## src/rtl/pat_pkg.sv

```systemverilog
package pat_pkg;

    localparam int SLOTS_DEF      = 16;
    localparam int ADDR_BYTES_DEF = 5;

    localparam int ADDR_W  = 40;
    localparam int SEL_W   = 5;
    localparam int PNUM_W  = 8;
    localparam int REQ_W   = 2;

    localparam int IN_DATA_W  = 56;
    localparam int OUT_DATA_W = 16;

    // unused slot: every address byte is ASCII '0'
    localparam logic [ADDR_W-1:0] FREE_ADDR = 40'h30_3030_3030;
    localparam logic [7:0]        FREE_MARK = 8'h30;

    typedef enum logic [REQ_W-1:0] {
        REQ_REGISTER = 2'd0,
        REQ_SEARCH   = 2'd1,
        REQ_ASSIGN   = 2'd2,
        REQ_NONE     = 2'd3
    } req_t;

endpackage

```

## src/rtl/pat_ram.sv

```systemverilog
module pat_ram #(
    parameter int WIDTH = 8,
    parameter int DEPTH = 17
) (
    input  logic                     clk,
    input  logic                     we,
    input  logic [$clog2(DEPTH)-1:0] waddr,
    input  logic [WIDTH-1:0]         wdata,
    input  logic [$clog2(DEPTH)-1:0] raddr,
    output logic [WIDTH-1:0]         rdata
);

    logic [WIDTH-1:0] mem_reg [DEPTH];
    logic [WIDTH-1:0] rdata_reg;

    always_ff @(posedge clk)
    begin
        if (we)
        begin
            mem_reg[waddr] <= wdata;
        end
        rdata_reg <= mem_reg[raddr];
    end

    assign rdata = rdata_reg;

endmodule

```

## src/rtl/peer_address_table.sv

```systemverilog
// Channel  Dir  Handshake             Payload
// s_axis   in   s_tvalid / s_tready   s_tdata: peer_addr, slot_sel, peri_num_in
//                                     s_tuser: req_type
// m_axis   out  m_tvalid / m_tready   m_tdata: slot_index, hit, newly_added,
//                                              peri_num_out, status
//
// Register and search walk slots 1..SLOTS-1 through one read port of each store,
// one slot per cycle, stopping at the first match, then load the result in the
// deliver state. Assign and unknown requests go straight to the deliver state.
// The next item is taken only after the result of the last has been loaded.
// Reset marks every entry unwritten; unwritten entries read as "00000" and 0.
// s_tready is low while a request is in work or its result cannot be loaded;
// a result held on m_tdata does not block the next accept.
module peer_address_table #(
    parameter int SLOTS      = pat_pkg::SLOTS_DEF,
    parameter int ADDR_BYTES = pat_pkg::ADDR_BYTES_DEF
) (
    input  logic                            clk,
    input  logic                            rst_n,
    input  logic                            s_tvalid,
    output logic                            s_tready,
    // [39:0] peer_addr, [44:40] slot_sel, [52:45] peri_num_in, [55:53] zero
    input  logic [pat_pkg::IN_DATA_W-1:0]   s_tdata,
    // [1:0] req_type
    input  logic [pat_pkg::REQ_W-1:0]       s_tuser,
    output logic                            m_tvalid,
    input  logic                            m_tready,
    // [4:0] slot_index, [5] hit, [6] newly_added, [14:7] peri_num_out, [15] status
    output logic [pat_pkg::OUT_DATA_W-1:0]  m_tdata
);

    localparam int DEPTH = SLOTS + 1;
    localparam int IDX_W = $clog2(DEPTH);
    localparam int EXT_W = IDX_W + pat_pkg::SEL_W;

    localparam logic [IDX_W-1:0] SLOTS_IDX = IDX_W'(SLOTS);
    localparam logic [IDX_W-1:0] LAST_IDX  = IDX_W'(SLOTS - 1);
    localparam logic [EXT_W-1:0] SLOTS_EXT = EXT_W'(SLOTS);

    localparam logic [pat_pkg::ADDR_W-1:0] CMP_MASK =
        ~((40'd1 << (8 * (5 - ADDR_BYTES))) - 40'd1);

    typedef enum logic [1:0] {
        ST_IDLE,
        ST_SCAN,
        ST_DELIVER
    } state_t;

    function automatic logic [pat_pkg::SEL_W-1:0] to_slot5(input logic [IDX_W-1:0] v);
        logic [EXT_W-1:0] ext;
        ext = {{pat_pkg::SEL_W{1'b0}}, v};
        return ext[pat_pkg::SEL_W-1:0];
    endfunction

    state_t                        state_reg;
    pat_pkg::req_t                 req_reg;
    logic [pat_pkg::ADDR_W-1:0]    addr_reg;
    logic [IDX_W-1:0]              scan_idx_reg;
    logic [IDX_W-1:0]              cmp_idx_reg;
    logic                          cmp_vld_reg;
    logic                          avld_q_reg;
    logic                          nvld_q_reg;
    logic [IDX_W-1:0]              free_slot_reg;
    logic                          free_found_reg;
    logic [DEPTH-1:0]              addr_vld_reg;
    logic [DEPTH-1:0]              num_vld_reg;

    logic [pat_pkg::SEL_W-1:0]     res_slot_reg;
    logic                          res_hit_reg;
    logic                          res_added_reg;
    logic [pat_pkg::PNUM_W-1:0]    res_pnum_reg;
    logic                          res_status_reg;

    logic                          m_valid_reg;
    logic [pat_pkg::OUT_DATA_W-1:0] m_data_reg;

    logic [pat_pkg::ADDR_W-1:0]    in_addr;
    logic [pat_pkg::SEL_W-1:0]     in_sel;
    logic [pat_pkg::PNUM_W-1:0]    in_pnum;
    logic [EXT_W-1:0]              sel_ext;
    logic                          sel_bad;
    logic                          accept;
    logic                          in_assign;

    logic [pat_pkg::ADDR_W-1:0]    addr_rdata;
    logic [pat_pkg::PNUM_W-1:0]    num_rdata;
    logic [pat_pkg::ADDR_W-1:0]    cur_addr;
    logic [pat_pkg::PNUM_W-1:0]    cur_num;
    logic                          cur_match;
    logic                          cur_free;
    logic                          cmp_last;
    logic                          issue;
    logic                          scan_done;

    logic                          addr_we;
    logic [IDX_W-1:0]              addr_waddr;
    logic [pat_pkg::ADDR_W-1:0]    addr_wdata;
    logic                          num_we;
    logic                          out_free;

    assign in_addr   = s_tdata[39:0];
    assign in_sel    = s_tdata[44:40];
    assign in_pnum   = s_tdata[52:45];
    assign sel_ext   = {{IDX_W{1'b0}}, in_sel};
    assign sel_bad   = sel_ext > SLOTS_EXT;
    assign in_assign = (pat_pkg::req_t'(s_tuser) == pat_pkg::REQ_ASSIGN);

    assign s_tready = (state_reg == ST_IDLE);
    assign accept   = s_tvalid && s_tready;
    assign out_free = !m_valid_reg || m_tready;

    assign cur_addr  = avld_q_reg ? addr_rdata : pat_pkg::FREE_ADDR;
    assign cur_num   = nvld_q_reg ? num_rdata : '0;
    assign cur_match = ((cur_addr ^ addr_reg) & CMP_MASK) == '0;
    assign cur_free  = cur_addr[39:32] == pat_pkg::FREE_MARK;
    assign cmp_last  = cmp_idx_reg == LAST_IDX;
    assign issue     = scan_idx_reg <= LAST_IDX;
    assign scan_done = cmp_vld_reg && (cur_match || cmp_last);

    // on the last slot with no match, register takes the lowest free slot seen
    assign addr_we    = (state_reg == ST_SCAN) && cmp_vld_reg && !cur_match && cmp_last
                        && (req_reg == pat_pkg::REQ_REGISTER)
                        && (free_found_reg || cur_free);
    assign addr_waddr = free_found_reg ? free_slot_reg : cmp_idx_reg;
    assign addr_wdata = (pat_pkg::FREE_ADDR & ~CMP_MASK) | (addr_reg & CMP_MASK);

    assign num_we = accept && in_assign && !sel_bad;

    pat_ram #(
        .WIDTH (pat_pkg::ADDR_W),
        .DEPTH (DEPTH)
    ) u_addr_ram (
        .clk   (clk),
        .we    (addr_we),
        .waddr (addr_waddr),
        .wdata (addr_wdata),
        .raddr (scan_idx_reg),
        .rdata (addr_rdata)
    );

    pat_ram #(
        .WIDTH (pat_pkg::PNUM_W),
        .DEPTH (DEPTH)
    ) u_num_ram (
        .clk   (clk),
        .we    (num_we),
        .waddr (sel_ext[IDX_W-1:0]),
        .wdata (in_pnum),
        .raddr (scan_idx_reg),
        .rdata (num_rdata)
    );

    always_ff @(posedge clk or negedge rst_n)
    begin
        if (!rst_n)
        begin
            state_reg      <= ST_IDLE;
            req_reg        <= pat_pkg::REQ_REGISTER;
            addr_reg       <= '0;
            scan_idx_reg   <= '0;
            cmp_idx_reg    <= '0;
            cmp_vld_reg    <= 1'b0;
            avld_q_reg     <= 1'b0;
            nvld_q_reg     <= 1'b0;
            free_slot_reg  <= '0;
            free_found_reg <= 1'b0;
            addr_vld_reg   <= '0;
            num_vld_reg    <= '0;
            res_slot_reg   <= '0;
            res_hit_reg    <= 1'b0;
            res_added_reg  <= 1'b0;
            res_pnum_reg   <= '0;
            res_status_reg <= 1'b0;
            m_valid_reg    <= 1'b0;
            m_data_reg     <= '0;
        end
        else
        begin
            if (m_valid_reg && m_tready && (state_reg != ST_DELIVER))
            begin
                m_valid_reg <= 1'b0;
            end

            if (addr_we)
            begin
                addr_vld_reg[addr_waddr] <= 1'b1;
            end
            if (num_we)
            begin
                num_vld_reg[sel_ext[IDX_W-1:0]] <= 1'b1;
            end

            case (state_reg)
                ST_IDLE:
                begin
                    if (accept)
                    begin
                        req_reg        <= pat_pkg::req_t'(s_tuser);
                        addr_reg       <= in_addr;
                        scan_idx_reg   <= IDX_W'(1);
                        cmp_vld_reg    <= 1'b0;
                        free_found_reg <= 1'b0;
                        res_slot_reg   <= in_assign ? in_sel : '0;
                        res_hit_reg    <= 1'b0;
                        res_added_reg  <= 1'b0;
                        res_pnum_reg   <= '0;
                        res_status_reg <= in_assign && sel_bad;
                        case (pat_pkg::req_t'(s_tuser))
                            pat_pkg::REQ_REGISTER, pat_pkg::REQ_SEARCH:
                            begin
                                state_reg <= ST_SCAN;
                            end
                            pat_pkg::REQ_ASSIGN:
                            begin
                                state_reg <= ST_DELIVER;
                            end
                            default:
                            begin
                                state_reg <= ST_DELIVER;
                            end
                        endcase
                    end
                end

                ST_SCAN:
                begin
                    cmp_idx_reg <= scan_idx_reg;
                    cmp_vld_reg <= issue && !scan_done;
                    avld_q_reg  <= addr_vld_reg[scan_idx_reg];
                    nvld_q_reg  <= num_vld_reg[scan_idx_reg];
                    if (issue)
                    begin
                        scan_idx_reg <= scan_idx_reg + IDX_W'(1);
                    end

                    if (cmp_vld_reg)
                    begin
                        if (cur_match)
                        begin
                            res_slot_reg <= to_slot5(cmp_idx_reg);
                            res_hit_reg  <= 1'b1;
                            res_pnum_reg <= (req_reg == pat_pkg::REQ_SEARCH) ? cur_num : '0;
                            state_reg    <= ST_DELIVER;
                        end
                        else
                        begin
                            if (!free_found_reg && cur_free)
                            begin
                                free_found_reg <= 1'b1;
                                free_slot_reg  <= cmp_idx_reg;
                            end
                            if (cmp_last)
                            begin
                                if (addr_we)
                                begin
                                    res_slot_reg  <= to_slot5(addr_waddr);
                                    res_hit_reg   <= 1'b1;
                                    res_added_reg <= 1'b1;
                                end
                                else
                                begin
                                    res_slot_reg <= to_slot5(SLOTS_IDX);
                                end
                                state_reg <= ST_DELIVER;
                            end
                        end
                    end
                end

                ST_DELIVER:
                begin
                    // a held result that is not taken keeps m_tvalid high
                    if (out_free)
                    begin
                        m_valid_reg <= 1'b1;
                        m_data_reg  <= {res_status_reg, res_pnum_reg, res_added_reg,
                                        res_hit_reg, res_slot_reg};
                        state_reg   <= ST_IDLE;
                    end
                end

                default:
                begin
                    state_reg <= ST_IDLE;
                end
            endcase
        end
    end

    assign m_tvalid = m_valid_reg;
    assign m_tdata  = m_data_reg;

endmodule

```

## config.mk

```make
export PLATFORM = sky130hd
export DESIGN_NAME = peer_address_table
export DESIGN_NICKNAME = d
export VERILOG_FILES = /design/src/rtl/pat_pkg.sv /design/src/rtl/pat_ram.sv /design/src/rtl/peer_address_table.sv
export SDC_FILE = /design/constraint.sdc
export NUM_CORES = 1
export LEC_CHECK = 0
export BUFFER_PORTS_ARGS = -buffer_cell sky130_fd_sc_hd__buf_4
export CORE_MARGIN = 3
export CORE_UTILIZATION = 62
export DETAILED_ROUTE_END_ITERATION = 10
export PLACE_DENSITY = 0.82
export SKIP_LAST_GASP = 1
export SLEW_MARGIN = 15
export SYNTH_ARGS = -nofsm -noshare
export SYNTH_HDL_FRONTEND = slang
export SYNTH_SLANG_ARGS = --single-unit
```

## constraint.sdc

```tcl
create_clock -name clk -period 5.8 [get_ports clk]
set_input_delay 0.58 -clock clk [delete_from_list [all_inputs] [get_ports clk]]
set_output_delay 0.58 -clock clk [all_outputs]
set_load 0.05 [all_outputs]
```

==> out/summary.txt <==
Die X-Extent - 255.0 um
outcome - completed
WS Path Type - flop to flop
Cell variety after synth - 64
Pins Over Slew Limit - 0
# port buffers - 76
Max IR drop VDD - 0.2390 mV
Multi-input gate area - 0.009338 mm2
vias post-DR - 20720
synthesized area per cell - 18.23 um2
Max Fclk - 227.4 MHz
DRT iter0 DRCs - 2576
max incr delay on CP - 0.62 ns
GRT Util Overall - 27.53%
Final Hold Fails - 0
crit path DAT - 4.73 ns
Final WS setup - 1.402 ns
Seq/Total Area, Yosys - 74.69%
first-pass GRT wire length - 131600 um
max reg flops - 680
total grt overflow - 0
top_reg_cell synth - edfxtp_1
Syn Nets - 2173
1st-pass router iterations - 6
Worst Hold Class - input port to flop
leakage power - 13.60 nW
Post-CTS Setup Inserts - 0
Setup WS pre-CTS - 1.493 ns
largest net degree at the start of global routing - 84
Slowest-stage cell, CP - or4_1
Ports - 80
Post-synth EDFFs - 816
Fin Hold WS - 0.1206 ns
Final ANT Viol Nets - 0
CTS tree - built
Routed WL per cell - 28.37 um
Final nets - 2275
DRC - 0
worst-margin pin slew - 1.141 ns
crit path max fanout - 46
ys async rst share - 13.08%
ant diodes - 0
Tmin final - 4.398 ns
Yosys top cell area share - 63.73%
layout cells sized above 1 - 23.95%
cell family with most CP delay - simple AND/OR/NAND/NOR gates
Filler cells - 3481
max_slew headroom - 23.65%
Max Cap Violations - 0
GPL Wtd Cong - 0.8126
RSZ-0062 raised after global routing - no
Power Density - 320.9 mW/mm2
final setup TNS - 0 ns
ranking of synthesized cells by area - edfxtp_1 (64%), mux4_2 (9.8%), dfrtp_1 (8.5%)
deepest clock path buffer count - 3
worst clock skew - 0.02501 ns
Yosys top cell by area - edfxtp_1
initial core utilization - 63.23%
most used cell, CP - buf_4
CTS clk-pin slew, worst paths - 0.06 ns
FP Rows - 90
WP buf/inv - 3
Critical Path Source Type - flop
final wirelength - 87210 um
setup violators final - 0
CP Capture Type - flop
Post-Synthesis Cells - 2109
CTS H-Tree Depth - 3
total core area - 0.06081 mm2
vias in the first global route - 21470
chip height - 255.0 um
Synth-to-Final Area Change - 12.18%
Reg area - 0.02873 mm2
DR vias/cell - 6.742
Yosys Warn Count - 0
Die Footprint - 0.06504 mm2
worst path cell trace - buf_4, inv_2, or4_1, a222oi_1, nand4_2, and3_1, nand2_4, nor2_4, buf_4
Seq cells post-synth - 994
CTS Sinks - 994
Synth Cell Area - 0.03845 mm2
DPL Wire Length - 45220 um
Tcrit/Tclk final - 75.83%
initial antenna violation count - 0
insertion delay to the later sink of the worst-skew pair - 0.66 ns
cts bufs inserted - 93
Critical Path RT - 6.13 ns
clock root buffer - clkbuf_16
## path summary, 6_finish.rpt
check	startpoint	end	slack, ns	cells past startpoint
max in group asynchronous	rst_n	scan_idx_reg[0]	3.86	3
worst min-delay path	s_tdata[38]	addr_reg[38]	0.12	3
worst max-delay path	avld_q_reg	u_addr_ram.mem_reg[15][10]	1.40	9
min in group asynchronous	rst_n	m_tdata[11]	0.56	2
worst max register to register	avld_q_reg	u_addr_ram.mem_reg[15][10]	1.40	9
worst min register to register	u_addr_ram.mem_reg[16][37]	u_addr_ram.rdata[37]	0.45	2
## Yosys cell counts (4+ instances only)
cell / count
edfxtp_1: 816
nand2_1: 217
mux4_2: 168
dfrtp_1: 130
mux2i_1: 87
clkbuf_1: 70
mux2_2: 62
nor2_1: 62
o22ai_1: 59
dfxtp_1: 48
a2bb2oi_1: 41
a211oi_1: 40
o21ai_0: 33
buf_2: 31
nand3_1: 27
nand2b_1: 24
o21bai_1: 17
or2_2: 17
inv_1: 16
xor2_1: 15
nor3_1: 11
o21a_1: 9
a21oi_1: 7
nand4b_1: 7
and3_1: 6
and2_1: 5
mux2_1: 5
nor4_1: 5
or4_1: 5
a31oi_1: 4
a32oi_1: 4
buf_1: 4
nand3b_1: 4
nor2b_1: 4
or3_1: 4
or4b_1: 4
## area by class of cell
type	count	share of cell area, %
Inverter	18	0.1566
Clock buffer	127	6.065
Tap cell	782	2.268
Timing Repair Buffer	116	2.120
Multi-Input combinational cell	988	21.65
Clock inverter	49	1.137
Sequential cell	994	66.60
## cells in the final DEF (no fill, tap or decap), types with 9 or more instances in the layout
cell type / n
o22ai_1: 59
buf_4: 111
mux4_2: 168
clkbuf_1: 19
clkinv_1: 12
or2_2: 17
o21ai_0: 33
nand3_1: 27
clkinv_2: 19
edfxtp_1: 816
inv_1: 16
o21bai_1: 17
dfrtp_1: 125
mux2i_1: 87
mux2_2: 62
a211oi_1: 40
clkbuf_16: 94
nor2_1: 45
nor3_1: 11
nand2b_1: 24
a2bb2oi_1: 41
nand2_1: 215
o21a_1: 9
dfxtp_1: 48
nor2_4: 17
clkbuf_8: 14
xor2_1: 15
## power by group
part	total, mW	switching, mW	internal (mW)	leakage (nW)
combinational	0.0714	0.0438	0.0277	3.75
clock	6.13	2.64	3.50	1.53
sequential	7.64	0.0000000000000000183	7.64	8.32
## stage by stage
step                      instances  cell area, um2  utilization (%)  power (mW)
after floorplan                2109           38450                -       7.792
after global placement         2897           40020            65.81       7.856
after detailed placement       2897           40020            65.81       7.859
after CTS                      3074           43130            70.93       13.89
after global routing           3074           43130            70.93       14.15
final                          3074           43130            70.93       13.84
## metal layers
layer	track usage (%)	wire, um
met1	38.96	33080
met5	0	0
met4	9.741	2324
met2	43.93	42760
met3	5.304	9047
## worst min-delay path, cell delays in order
cell and delay, ns:
buf_4 0.08, nand2_1 0.04, nand2_1 0.04
## kinds of logic after synthesis
logic type	share of synthesized area (%)
flip-flops	74.69
AND/OR/NAND/NOR	5.024
AO/OA/AOI/OAI	4.416
buffers and inverters	1.399
XOR/XNOR	0.3417
adder cells (fa/ha/maj)	0.06507
multiplexers	14.07
## what timing repair did
| action | CTS | global route |
|---|---|---|
| resized for setup | 0 | 0 |
| hold endpoints to repair | 22 | 0 |
| hold buffers | 1 | 0 |
Note: power is estimated with default switching activity, not from simulation.
